## config.mk

```make
export PLATFORM = sky130hd
export DESIGN_NAME = least_loaded_replica_placer_top
export DESIGN_NICKNAME = d
export VERILOG_FILES = /design/src/rtl/core/llrp_pkg.sv /design/src/rtl/core/llrp_ram.sv /design/src/rtl/core/llrp_rank.sv /design/src/rtl/core/least_loaded_replica_placer_top.sv
export SDC_FILE = /design/constraint.sdc
export NUM_CORES = 1
export LEC_CHECK = 0
export BUFFER_PORTS_ARGS = -buffer_cell sky130_fd_sc_hd__buf_4
export CAP_MARGIN = 20
export CORE_MARGIN = 2
export CORE_UTILIZATION = 55
export CTS_CLUSTER_DIAMETER = 80
export CTS_CLUSTER_SIZE = 14
export DETAILED_ROUTE_END_ITERATION = 6
export PLACE_DENSITY = 0.8
export REMOVE_ABC_BUFFERS = 1
export SYNTH_ARGS = -nofsm -noshare
export SYNTH_HDL_FRONTEND = slang
export SYNTH_SLANG_ARGS = --single-unit
```

## constraint.sdc

```tcl
create_clock -name clk -period 8.9 [get_ports clk]
set_input_delay 0.445 -clock clk [delete_from_list [all_inputs] [get_ports clk]]
set_output_delay 0.445 -clock clk [all_outputs]
set_load 0.005 [all_outputs]
```

## src/rtl/core/llrp_pkg.sv

```systemverilog
package llrp_pkg;

  localparam int NODES    = 16;
  localparam int REPLICAS = 3;

  localparam int LOAD_W = 24;
  localparam int AGE_W  = 16;
  localparam int IDX_W  = $clog2(NODES);
  localparam int CNT_W  = $clog2(NODES + 1);
  localparam int REP_W  = (REPLICAS > 1) ? $clog2(REPLICAS) : 1;
  localparam int CMP_W  = (CNT_W > 5) ? CNT_W : 5;
  localparam int HB_W   = (IDX_W > 4) ? IDX_W : 4;

  localparam logic [1:0] FUNC_TICK      = 2'd0;
  localparam logic [1:0] FUNC_HEARTBEAT = 2'd1;
  localparam logic [1:0] FUNC_PLACE     = 2'd2;

  localparam logic [1:0] CFG_NODES_IN_USE  = 2'd0;
  localparam logic [1:0] CFG_TIMEOUT_TICKS = 2'd1;

  typedef struct packed {
    logic              vld;
    logic [LOAD_W-1:0] load;
    logic [IDX_W-1:0]  idx;
  } slot_t;

  // Node zero is always in use; a count above NODES covers every node.
  function automatic logic node_used(input logic [IDX_W-1:0] i, input logic [4:0] n);
    return (i == '0) || (CMP_W'(i) < CMP_W'(n));
  endfunction

endpackage

```

## src/rtl/core/llrp_ram.sv

```systemverilog
module llrp_ram #(
  parameter int WIDTH = 8,
  parameter int DEPTH = 16
) (
  input  logic                     clk,
  input  logic                     wr_en,
  input  logic [$clog2(DEPTH)-1:0] wr_addr,
  input  logic [WIDTH-1:0]         wr_data,
  input  logic                     rd_en,
  input  logic [$clog2(DEPTH)-1:0] rd_addr,
  output logic [WIDTH-1:0]         rd_data
);

  logic [WIDTH-1:0] mem [DEPTH];

  always_ff @(posedge clk) begin
    if (wr_en) begin
      mem[wr_addr] <= wr_data;
    end
  end

  always_ff @(posedge clk) begin
    if (rd_en) begin
      rd_data <= mem[rd_addr];
    end
  end

endmodule

```

## src/rtl/core/llrp_rank.sv

```systemverilog
module llrp_rank
  import llrp_pkg::*;
(
  input  logic                   clk,
  input  logic                   rst,
  input  logic                   clear,
  input  slot_t                  cand,
  output slot_t [REPLICAS-1:0]   slots
);

  logic [REPLICAS:0]     ins;
  slot_t [REPLICAS:0]    src;
  slot_t [REPLICAS-1:0]  slots_next;

  // Keep the lowest loads in ascending order; an equal load never displaces
  // an earlier, lower-indexed node.
  always_comb begin
    ins    = '0;
    src[0] = cand;
    for (int p = 0; p < REPLICAS; p++) begin
      src[p+1] = slots[p];
      ins[p+1] = cand.vld && (!slots[p].vld || (cand.load < slots[p].load));
    end
    for (int p = 0; p < REPLICAS; p++) begin
      if (ins[p+1]) begin
        slots_next[p] = ins[p] ? src[p] : cand;
      end else begin
        slots_next[p] = src[p+1];
      end
    end
  end

  always_ff @(posedge clk) begin
    if (rst || clear) begin
      for (int p = 0; p < REPLICAS; p++) begin
        slots[p].vld <= 1'b0;
      end
    end else begin
      for (int p = 0; p < REPLICAS; p++) begin
        slots[p].vld <= slots_next[p].vld;
      end
    end
    for (int p = 0; p < REPLICAS; p++) begin
      slots[p].load <= slots_next[p].load;
      slots[p].idx  <= slots_next[p].idx;
    end
  end

endmodule

```

## src/rtl/core/least_loaded_replica_placer_top.sv

```systemverilog
// Replica placer for a pool of storage nodes. Each node's 24-bit load and
// 16-bit age live in two synchronous RAMs. Every transaction (tick,
// heartbeat or place) sweeps all NODES entries once, reading both RAMs;
// a tick or heartbeat writes back ages and a place ranks the live in-use
// nodes by load. The sweep runs on past the last entry so that its read data
// can be processed, because of the RAM read latency. A place then writes the
// incremented loads of the chosen nodes, one at a time, and the result is
// loaded into the output register once that register is free. A new item is
// accepted only after the previous one has been loaded into the output
// register; in_ready is high only between items.
// The result sits in an output register, so the next item is accepted while
// it waits to be taken. Configuration writes are always accepted and are
// meant to be issued only while no item is in flight.
module least_loaded_replica_placer_top
  import llrp_pkg::*;
(
  input  logic        clk,
  input  logic        rst,
  input  logic        in_valid,
  output logic        in_ready,
  input  logic [1:0]  func,
  input  logic [3:0]  node,
  output logic        out_valid,
  input  logic        out_ready,
  output logic [15:0] alive_mask,
  output logic [1:0]  placed_count,
  output logic [3:0]  first_node,
  output logic [3:0]  second_node,
  output logic [3:0]  third_node,
  output logic        no_node_error,
  input  logic        cfg_valid,
  output logic        cfg_ready,
  input  logic [1:0]  cfg_index,
  input  logic [15:0] cfg_data
);

  localparam logic [1:0] S_IDLE  = 2'd0;
  localparam logic [1:0] S_SCAN  = 2'd1;
  localparam logic [1:0] S_WRITE = 2'd2;
  localparam logic [1:0] S_DONE  = 2'd3;

  logic [1:0]        state;
  logic [4:0]        nodes_in_use;
  logic [AGE_W-1:0]  timeout_ticks;
  logic [1:0]        func_q;
  logic [3:0]        node_q;
  logic [CNT_W-1:0]  scan_cnt;
  logic              proc_vld;
  logic [IDX_W-1:0]  proc_idx;
  logic [REP_W-1:0]  wr_cnt;
  logic [NODES-1:0]  alive_acc;
  logic [NODES-1:0]  age_vld;
  logic [NODES-1:0]  load_vld;

  logic              rd_en;
  logic [IDX_W-1:0]  rd_addr;
  logic [AGE_W-1:0]  age_rd;
  logic [LOAD_W-1:0] load_rd;

  logic              age_we;
  logic [AGE_W-1:0]  age_cur;
  logic [AGE_W-1:0]  age_new;
  logic              alive_now;
  logic              used_now;

  logic              load_we;
  logic [IDX_W-1:0]  load_waddr;
  logic [LOAD_W-1:0] load_wdata;
  slot_t             wr_slot;

  slot_t             cand;
  slot_t [REPLICAS-1:0] slots;
  logic              accept;
  logic              out_load;
  logic [1:0]        count;
  logic [3:0]        pick [3];

  assign in_ready  = (state == S_IDLE);
  assign cfg_ready = 1'b1;
  assign accept    = in_valid && in_ready;

  assign rd_en   = (state == S_SCAN) && (scan_cnt < CNT_W'(NODES));
  assign rd_addr = scan_cnt[IDX_W-1:0];

  // Age update for the entry whose read data has just come back.
  always_comb begin
    age_cur = age_vld[proc_idx] ? age_rd : '0;
    age_we  = 1'b0;
    age_new = age_cur;
    if (proc_vld) begin
      if (func_q == FUNC_TICK) begin
        age_we  = 1'b1;
        age_new = (age_cur != '1) ? age_cur + AGE_W'(1) : age_cur;
      end else if ((func_q == FUNC_HEARTBEAT) && (HB_W'(proc_idx) == HB_W'(node_q))) begin
        age_we  = 1'b1;
        age_new = '0;
      end
    end
    used_now  = node_used(proc_idx, nodes_in_use);
    alive_now = (age_new <= timeout_ticks) && used_now;

    cand.vld  = proc_vld && (func_q == FUNC_PLACE) && alive_now;
    cand.load = load_vld[proc_idx] ? load_rd : '0;
    cand.idx  = proc_idx;
  end

  // Load write-back of the chosen nodes, one per cycle.
  always_comb begin
    wr_slot    = slots[wr_cnt];
    load_we    = (state == S_WRITE) && (func_q == FUNC_PLACE) && wr_slot.vld;
    load_waddr = wr_slot.idx;
    load_wdata = (wr_slot.load != '1) ? wr_slot.load + LOAD_W'(1) : wr_slot.load;
  end

  llrp_ram #(.WIDTH(AGE_W), .DEPTH(NODES)) u_age_ram (
    .clk     (clk),
    .wr_en   (age_we),
    .wr_addr (proc_idx),
    .wr_data (age_new),
    .rd_en   (rd_en),
    .rd_addr (rd_addr),
    .rd_data (age_rd)
  );

  llrp_ram #(.WIDTH(LOAD_W), .DEPTH(NODES)) u_load_ram (
    .clk     (clk),
    .wr_en   (load_we),
    .wr_addr (load_waddr),
    .wr_data (load_wdata),
    .rd_en   (rd_en),
    .rd_addr (rd_addr),
    .rd_data (load_rd)
  );

  llrp_rank u_rank (
    .clk   (clk),
    .rst   (rst),
    .clear (accept),
    .cand  (cand),
    .slots (slots)
  );

  always_comb begin
    count = '0;
    for (int r = 0; r < 3; r++) begin
      pick[r] = '0;
    end
    for (int r = 0; r < REPLICAS; r++) begin
      if (slots[r].vld) begin
        count   = count + 2'd1;
        pick[r] = 4'(slots[r].idx);
      end
    end
  end

  assign out_load = (state == S_DONE) && (!out_valid || out_ready);

  always_ff @(posedge clk) begin
    if (rst) begin
      state         <= S_IDLE;
      nodes_in_use  <= 5'd16;
      timeout_ticks <= AGE_W'(30);
      scan_cnt      <= '0;
      proc_vld      <= 1'b0;
      wr_cnt        <= '0;
      age_vld       <= '0;
      load_vld      <= '0;
      out_valid     <= 1'b0;
    end else begin
      if (cfg_valid && cfg_ready) begin
        if (cfg_index == CFG_NODES_IN_USE) begin
          nodes_in_use <= cfg_data[4:0];
        end else if (cfg_index == CFG_TIMEOUT_TICKS) begin
          timeout_ticks <= cfg_data;
        end
      end

      proc_vld <= rd_en;
      if (age_we) begin
        age_vld[proc_idx] <= 1'b1;
      end
      if (load_we) begin
        load_vld[load_waddr] <= 1'b1;
      end

      if (out_load) begin
        out_valid <= 1'b1;
      end else if (out_ready) begin
        out_valid <= 1'b0;
      end

      case (state)
        S_IDLE: begin
          if (accept) begin
            scan_cnt <= '0;
            state    <= S_SCAN;
          end
        end
        S_SCAN: begin
          // The last entry is processed in the cycle the counter reaches NODES.
          if (scan_cnt == CNT_W'(NODES)) begin
            wr_cnt <= '0;
            state  <= S_WRITE;
          end else begin
            scan_cnt <= scan_cnt + CNT_W'(1);
          end
        end
        S_WRITE: begin
          if (wr_cnt == REP_W'(REPLICAS - 1)) begin
            state <= S_DONE;
          end else begin
            wr_cnt <= wr_cnt + REP_W'(1);
          end
        end
        S_DONE: begin
          if (out_load) begin
            state <= S_IDLE;
          end
        end
        default: begin
          state <= S_IDLE;
        end
      endcase
    end
  end

  always_ff @(posedge clk) begin
    if (accept) begin
      func_q <= func;
      node_q <= node;
    end
    proc_idx <= rd_addr;
    if (proc_vld) begin
      alive_acc[proc_idx] <= alive_now;
    end
    if (out_load) begin
      alive_mask    <= 16'(alive_acc);
      placed_count  <= (func_q == FUNC_PLACE) ? count : 2'd0;
      first_node    <= (func_q == FUNC_PLACE) ? pick[0] : 4'd0;
      second_node   <= (func_q == FUNC_PLACE) ? pick[1] : 4'd0;
      third_node    <= (func_q == FUNC_PLACE) ? pick[2] : 4'd0;
      no_node_error <= (func_q == FUNC_PLACE) && !slots[0].vld;
    end
  end

endmodule
```

# == Word level (Yosys, flattened, before mapping) ==
# Memory sizes are Yosys's and may differ from the RTL's. A register that Yosys moved wholly into a read port is not among the register bits.
# Cells that the tools add are included.
# op_classes
addsub,6
multipliers,0
div_mod_pow,0
n_lt_le_gt_ge,11
eq_ne,17
n_shift,0
n_mux,43
n_bitwise,3
n_reduce_logical,40
# op_table
op,n
two-way mux 29 bit,3
two-way mux 16 bit,5
less-than comparator 24 bit,3
binary-select mux 29 bit (select 2 bit),1
two-way mux 24 bit,2
bitwise OR 16 bit,2
adder 24 x 1 -> 24 bit (second input constant),1
!= test 24 bit (second input constant),1
adder 16 x 1 -> 16 bit (second input constant),1
bitwise mux 16 bit,1
<= comparator 16 bit,1
two-way mux 2 bit,8
!= test 16 bit (second input constant),1
logical AND 1 bit,15
two-way mux 1 bit,14
less-than comparator 4 x 5 -> 1 bit (second input constant),2
two-way mux 5 bit,2
one-hot mux 5 bit (2 select lines),1
AND reduction 3 bit,3
binary-select mux 1 bit (select 4 bit),2
demux 1 bit (select 4 bit),2
equality test 2 bit (second input constant),4
greater-or-equal comparator 4 x 1 -> 1 bit (second input constant),2
one-hot mux 2 bit (4 select lines),1
other kinds (19),42
# totals
register_bits,208
latch_bits,0
ramBits,640
romBits,0
inputBits,29
output_inout_bits,34
elab_cells,150
memories,2
# memory_table
memory,words,width,read_ports,rd_clocked_by_memory_dff,wr,line,text
u_load_ram.mem,16,24,1,1,1,llrp_ram.sv:14,logic [WIDTH-1:0] mem [DEPTH];
u_age_ram.mem,16,16,1,1,1,llrp_ram.sv:14,

# == Depth between registers and ports, before layout ==
# depth
word_depth,12
depth_mapped,24
mapped_depth_nobuf,20

# == Hierarchy ==
# A second synthesis with hierarchy kept.
# unflattened
hier_cells,2242
area_unflattened_um2,37604.8
# by_module_without_submodules
module,n_inst,cells_per_inst,area_each_um2,seq_area_each_um2
llrp_ram (u_load_ram),1,636,15170.8,12251.8
llrp_ram (u_age_ram),1,432,10202.3,8167.8
least_loaded_replica_placer_top,1,764,7121.8,2952.8
llrp_rank,1,410,5109.9,2582.5

# == Worst setup path before layout ==
# OpenSTA, ideal clock, no wires.
# synth_timing
path_type,register to register
start,register proc_idx[0]
end,register u_rank.slots[58] (netlist name)
setup_ps,416
arrival_time_ps,6818
required_time_ps,8484
setup_slack_ps,1666
stages_incl_launch_ff,19
path_buffers,2
synth_period_minus_slack_ps,7234
path_cell_list,dfxtp_1 -> clkbuf_1 -> mux4_2 -> mux4_2 -> clkbuf_1 -> and2_1 -> ha_1 -> nand2_1 -> nor2_1 -> a21oi_1 -> nand2_1 -> o41ai_1 -> ha_1 -> nand4_1 -> nor4_1 -> a21boi_0 -> nor4b_1 -> o2111ai_1 -> nor2b_1
# synth_between
elab_chain_cells,11
elab_cells_between_ends,23
cone_classes,1 x add/sub; 3 x order compare; 2 x eq/ne; 10 x mux; 7 x reduce/logical
# synth_rtl
element,line,text
"start, declared",least_loaded_replica_placer_top.sv:49,logic [IDX_W-1:0] proc_idx;
"start signal, assigned",least_loaded_replica_placer_top.sv:232,proc_idx <= rd_addr;
binary-select mux 1 bit (select 4 bit),least_loaded_replica_placer_top.sv:87,age_cur = age_vld[proc_idx] ? age_rd : '0;
two-way mux 1 bit (implied by the code),least_loaded_replica_placer_top.sv:87,
two-way mux 16 bit,least_loaded_replica_placer_top.sv:87,
adder 16 x 1 -> 16 bit or != test 16 bit (tied branches),least_loaded_replica_placer_top.sv:93,age_new = (age_cur != '1) ? age_cur + AGE_W'(1) : age_cur;
two-way mux 16 bit,least_loaded_replica_placer_top.sv:93,
two-way mux 16 bit,least_loaded_replica_placer_top.sv:91,if (func_q == FUNC_TICK) begin
two-way mux 16 bit *,least_loaded_replica_placer_top.sv:90,if (proc_vld) begin
via age_new[4],least_loaded_replica_placer_top.sv:62,logic [AGE_W-1:0] age_new;
<= comparator 16 bit *,least_loaded_replica_placer_top.sv:100,alive_now = (age_new <= timeout_ticks) && used_now;
logical AND 1 bit *,least_loaded_replica_placer_top.sv:100,
logical AND 1 bit *,least_loaded_replica_placer_top.sv:102,cand.vld = proc_vld && (func_q == FUNC_PLACE) && alive_now;
logical AND 1 bit *,llrp_rank.sv:22,ins[p+1] = cand.vld && (!slots[p].vld || (cand.load < slots[p].load));
via u_rank.ins[3],llrp_rank.sv:11,logic [REPLICAS:0] ins;
# The timed path passes the listed nets; every way through them passes the cells marked *. The select of a mux whose other input is x is not followed.
# A chain may end at the register's enable or synchronous reset.

# == Worst setup path in the final report ==
# layout_timing
start,register proc_idx[0]
end,register u_rank.slots[34] (netlist name)
# layout_between
elab_chain_cells,12
elab_cells_between_ends,24
cone_classes,1 x add/sub; 3 x order compare; 2 x eq/ne; 11 x mux; 7 x reduce/logical
# layout_rtl
element,line,text
binary-select mux 1 bit (select 4 bit),least_loaded_replica_placer_top.sv:87,
two-way mux 1 bit (implied by the code),least_loaded_replica_placer_top.sv:87,
two-way mux 16 bit,least_loaded_replica_placer_top.sv:87,
adder 16 x 1 -> 16 bit or != test 16 bit (tied branches),least_loaded_replica_placer_top.sv:93,
two-way mux 16 bit,least_loaded_replica_placer_top.sv:93,
two-way mux 16 bit,least_loaded_replica_placer_top.sv:91,
two-way mux 16 bit *,least_loaded_replica_placer_top.sv:90,
via age_new[3],least_loaded_replica_placer_top.sv:62,
<= comparator 16 bit *,least_loaded_replica_placer_top.sv:100,
logical AND 1 bit *,least_loaded_replica_placer_top.sv:100,
logical AND 1 bit *,least_loaded_replica_placer_top.sv:102,
logical AND 1 bit *,llrp_rank.sv:22,
two-way mux 29 bit *,llrp_rank.sv:26,slots_next[p] = ins[p] ? src[p] : cand;
# Marks and branches as above.

==> metrics.md <==
| Metric | Value |
|---|---|
| Outcome | finished clean |
| Top cells by count, synth | edfxtp_1, mux4_2, nor2_1 |
| Die Ht | around 260 um |
| Share of flip-flops with an asynchronous set or reset | 0 |
| TritonCTS Sinks | between 800 and 900 |
| CP max FO | 22 |
| Synth Register Bits | 888 |
| Skew final | 0.0309 ns |
| Setup violators final | 0 |
| Share of layout cells above drive strength 1 | 0.232 |
| DP HPWL | 48.2 mm |
| Post-synth top flop | edfxtp_1 |
| I/O pins | 63 |
| Setup_tns | 0 ns |
| Critical Path Source | proc_idx[0] |
| Core ar. | roughly 67,000 um2 |
| Hold WC Path Type | input pin to flip-flop |
| CTS Buf Count | 73 |
| Syn avg cell area | 17.5 um2 |
| Max Freq | 127 MHz |
| Worst Setup End Kind | flip-flop |
| Final Critical Period | 7.88 ns |
| Cells after Synth | 2,134 |
| Antenna viol nets, final | 0 |
| Reg-to-Reg Start | proc_idx[0] |
| Top-count cell post-synth | edfxtp_1 |
| Max Cap Violations | 0 |
| Seq/Total Area, Yosys | 0.695 |
| Iter 0 DRT Violations | 2,579 |
| Pin count of the biggest net entering global routing | 68 |
| Initial antenna violation count | 0 |
| Row count | 95 |
| Buffers on Ports | between 60 and 70 |
| H-Tree Depth | 3 |
| Slew HR | 0.257 |
| TritonCTS clock tree | yes |
| CTS Buffer Depth | 3 |
| # fillers | 4,465 |
| Clock transition at path regs | 0.07 ns |
| DRC errors left | 0 |
| Synth top area cells | edfxtp_1, mux4_2, dfxtp_1 |
| CP Data Arrival Time | slightly above 8 ns |
| Mapped Area | around 37,000 um2 |
| Hold path start | cfg_data[4] |
| DR WL/cell | 27.1 um |
| Layout Utilization | 0.615 |
| Die Width | 265 um |
| Period utilization | 0.885 |
| First-pass GRT wire length | 127 mm |
| Area leader, netlist | edfxtp_1 |
| Max rail drop VDD | 0.126 mV |
| GRT Util Overall | 0.246 |
| Area grow syn2layout | 10.7% |
| Hold violation total from the final report | 0 |
| FF+latch area | 26,000 um2 |
| Leakage Power | 0.0138 uW |
| RSZ-0062 raised after global routing | no |
| Worst skew pair latency | 0.63 ns |
| Crit Path Class | flip-flop to flip-flop |
| Worst EP required | 9.28 ns |
| Die area | 70,000 um2 |
| EDFF count, synth | 817 |
| DR vias | between 20,000 and 25,000 |
| Avg Vias per Cell | 6.44 |
| Pwr dens | 221 nW/um2 |
| Share of the synthesized area in the top cell type | 0.657 |
| CTS Root Cell | clkbuf_16 |
| Synth unique cells | 73 |
| Fin. max-slew vios | 0 |
| Slew @ Worst Pin | 1.11 ns |
| Hold slack | 0.0500 ns |
| Total wire length | 85.8 mm |
| Pre-antenna DRT Iters | 5 |
| Vias in the first global route | around 21,000 |
| Multi-input logic area | around 11,000 um2 |
| GPL Wtd Cong | approximately 0.89 |
| Grt ovf | 0 |
| Synth warnings | 0 |
| Inserted Diodes | 0 |
| Initial Util | 0.556 |
| Critical Path Source Type | flip-flop |
| Number of nets in the layout | 2,393 |
==> state kept, by name (all words and copies together) (netlist names), 4 cells and up <==
register / cells
first_node: 4
node_q: 4
second_node: 4
scan_cnt: 5
u_rank.slots: 87
third_node: 4
u_load_ram.mem: 384
load_vld: 16
alive_acc: 16
u_age_ram.mem: 256
age_vld: 16
alive_mask: 16
proc_idx: 4
timeout_ticks: 16
u_age_ram.rd_data: 16
nodes_in_use: 5
u_load_ram.rd_data: 24
==> cell usage in the layout (no fill, tap or decap), types with 24 or more instances in the layout <==
cell       instances
mux4_2           207
nand4_1           25
ha_1              99
clkbuf_16         75
nor2_1           156
dfxtp_1           66
mux2_2            48
buf_4            138
nand3_1           24
a21oi_1           70
o21ai_0           24
mux2i_1           38
inv_1            108
edfxtp_1         817
nand2_1           86
and2_1            28
==> kinds of logic (layout without fill, tap and decap cells) <==
family          count (synthesis)  count (layout)  share of synthesized area
flops                         888             888                      0.695
simple gates                  422             422                     0.0538
compound gates                194             194                     0.0342
mux                           305             305                      0.155
xor+xnor                       26              26                    0.00610
other cells                     1               1                   0.000100
buf+inv                       199             359                     0.0221
fa+ha+maj                      99              99                     0.0332
==> metrics by stage <==
| stage | instances | setup WS, ns | area (um2) | power, uW |
|---|---|---|---|---|
| global route | 3167 | 0.463 | 41300 | 9420 |
| CTS | 3149 | 0.886 | 41100 | 9140 |
| detailed placement | 3039 | 0.956 | 39000 | 6240 |
| finish | 3167 | 1.02 | 41300 | 9140 |
| floorplan | 2044 | 0.463 | 36900 | 5960 |
| global placement | 3038 | 1.27 | 39000 | 6180 |
==> critical path: stages, from the launching register on <==
cell and delay [ns]:
dfxtp_1 0.64, mux4_2 0.57, mux4_2 0.64, and2_1 0.25, ha_1 0.23, nand2_1 0.09, nor2_1 0.08, a21oi_1 0.49
nand4_1 0.22, o31ai_2 0.88, ha_1 0.43, a21oi_1 0.15, a21boi_0 0.11, nor4b_1 0.52, o2111ai_1 0.64, a21oi_1 0.32
o31a_2 0.55, buf_4 0.39, mux2_2 0.38
==> where the power goes <==
| group | leakage, uW | switching (uW) | internal, uW |
|---|---|---|---|
| combinational | 0.00482 | 685 | 543 |
| sequential | 0.00798 | 144 | 4820 |
| clock | 0.000988 | 1400 | 1540 |
| total | 0.0138 | 2230 | 6910 |
==> metal layers <==
metal	global-route usage	vias up	part of all wire
met3	0.0493	178	0.098
met1	0.342	10400	0.39
li1	-	8638	-
met5	0	-	0
met2	0.397	1153	0.49
met4	0.0763	0	0.025
==> layout make-up <==
cell class | count | area share
Clock inverter | 6 | 0.00200
Inverter | 109 | 0.00990
Sequential cell | 888 | 0.628
Timing Repair Buffer | 146 | 0.0274
Tap cell | 873 | 0.0264
Clock buffer | 98 | 0.0475
Multi-Input combinational cell | 1047 | 0.258
==> worst paths after layout <==
path                            slack (ns)                to  cells after the start
worst min register to register        0.42    alive_mask[15]                      0
worst min-delay path                  0.05  timeout_ticks[4]                      2
worst max register to register        1.02  u_rank.slots[34]                     18
worst max-delay path                  1.02  u_rank.slots[34]                     18
==> repair_timing <==
item                      CTS  global route
hold buffers                6             0
resized for setup           0             0
setup buffers               0             0
hold endpoints to repair    6             0
Power figures use the tool's default switching activity.
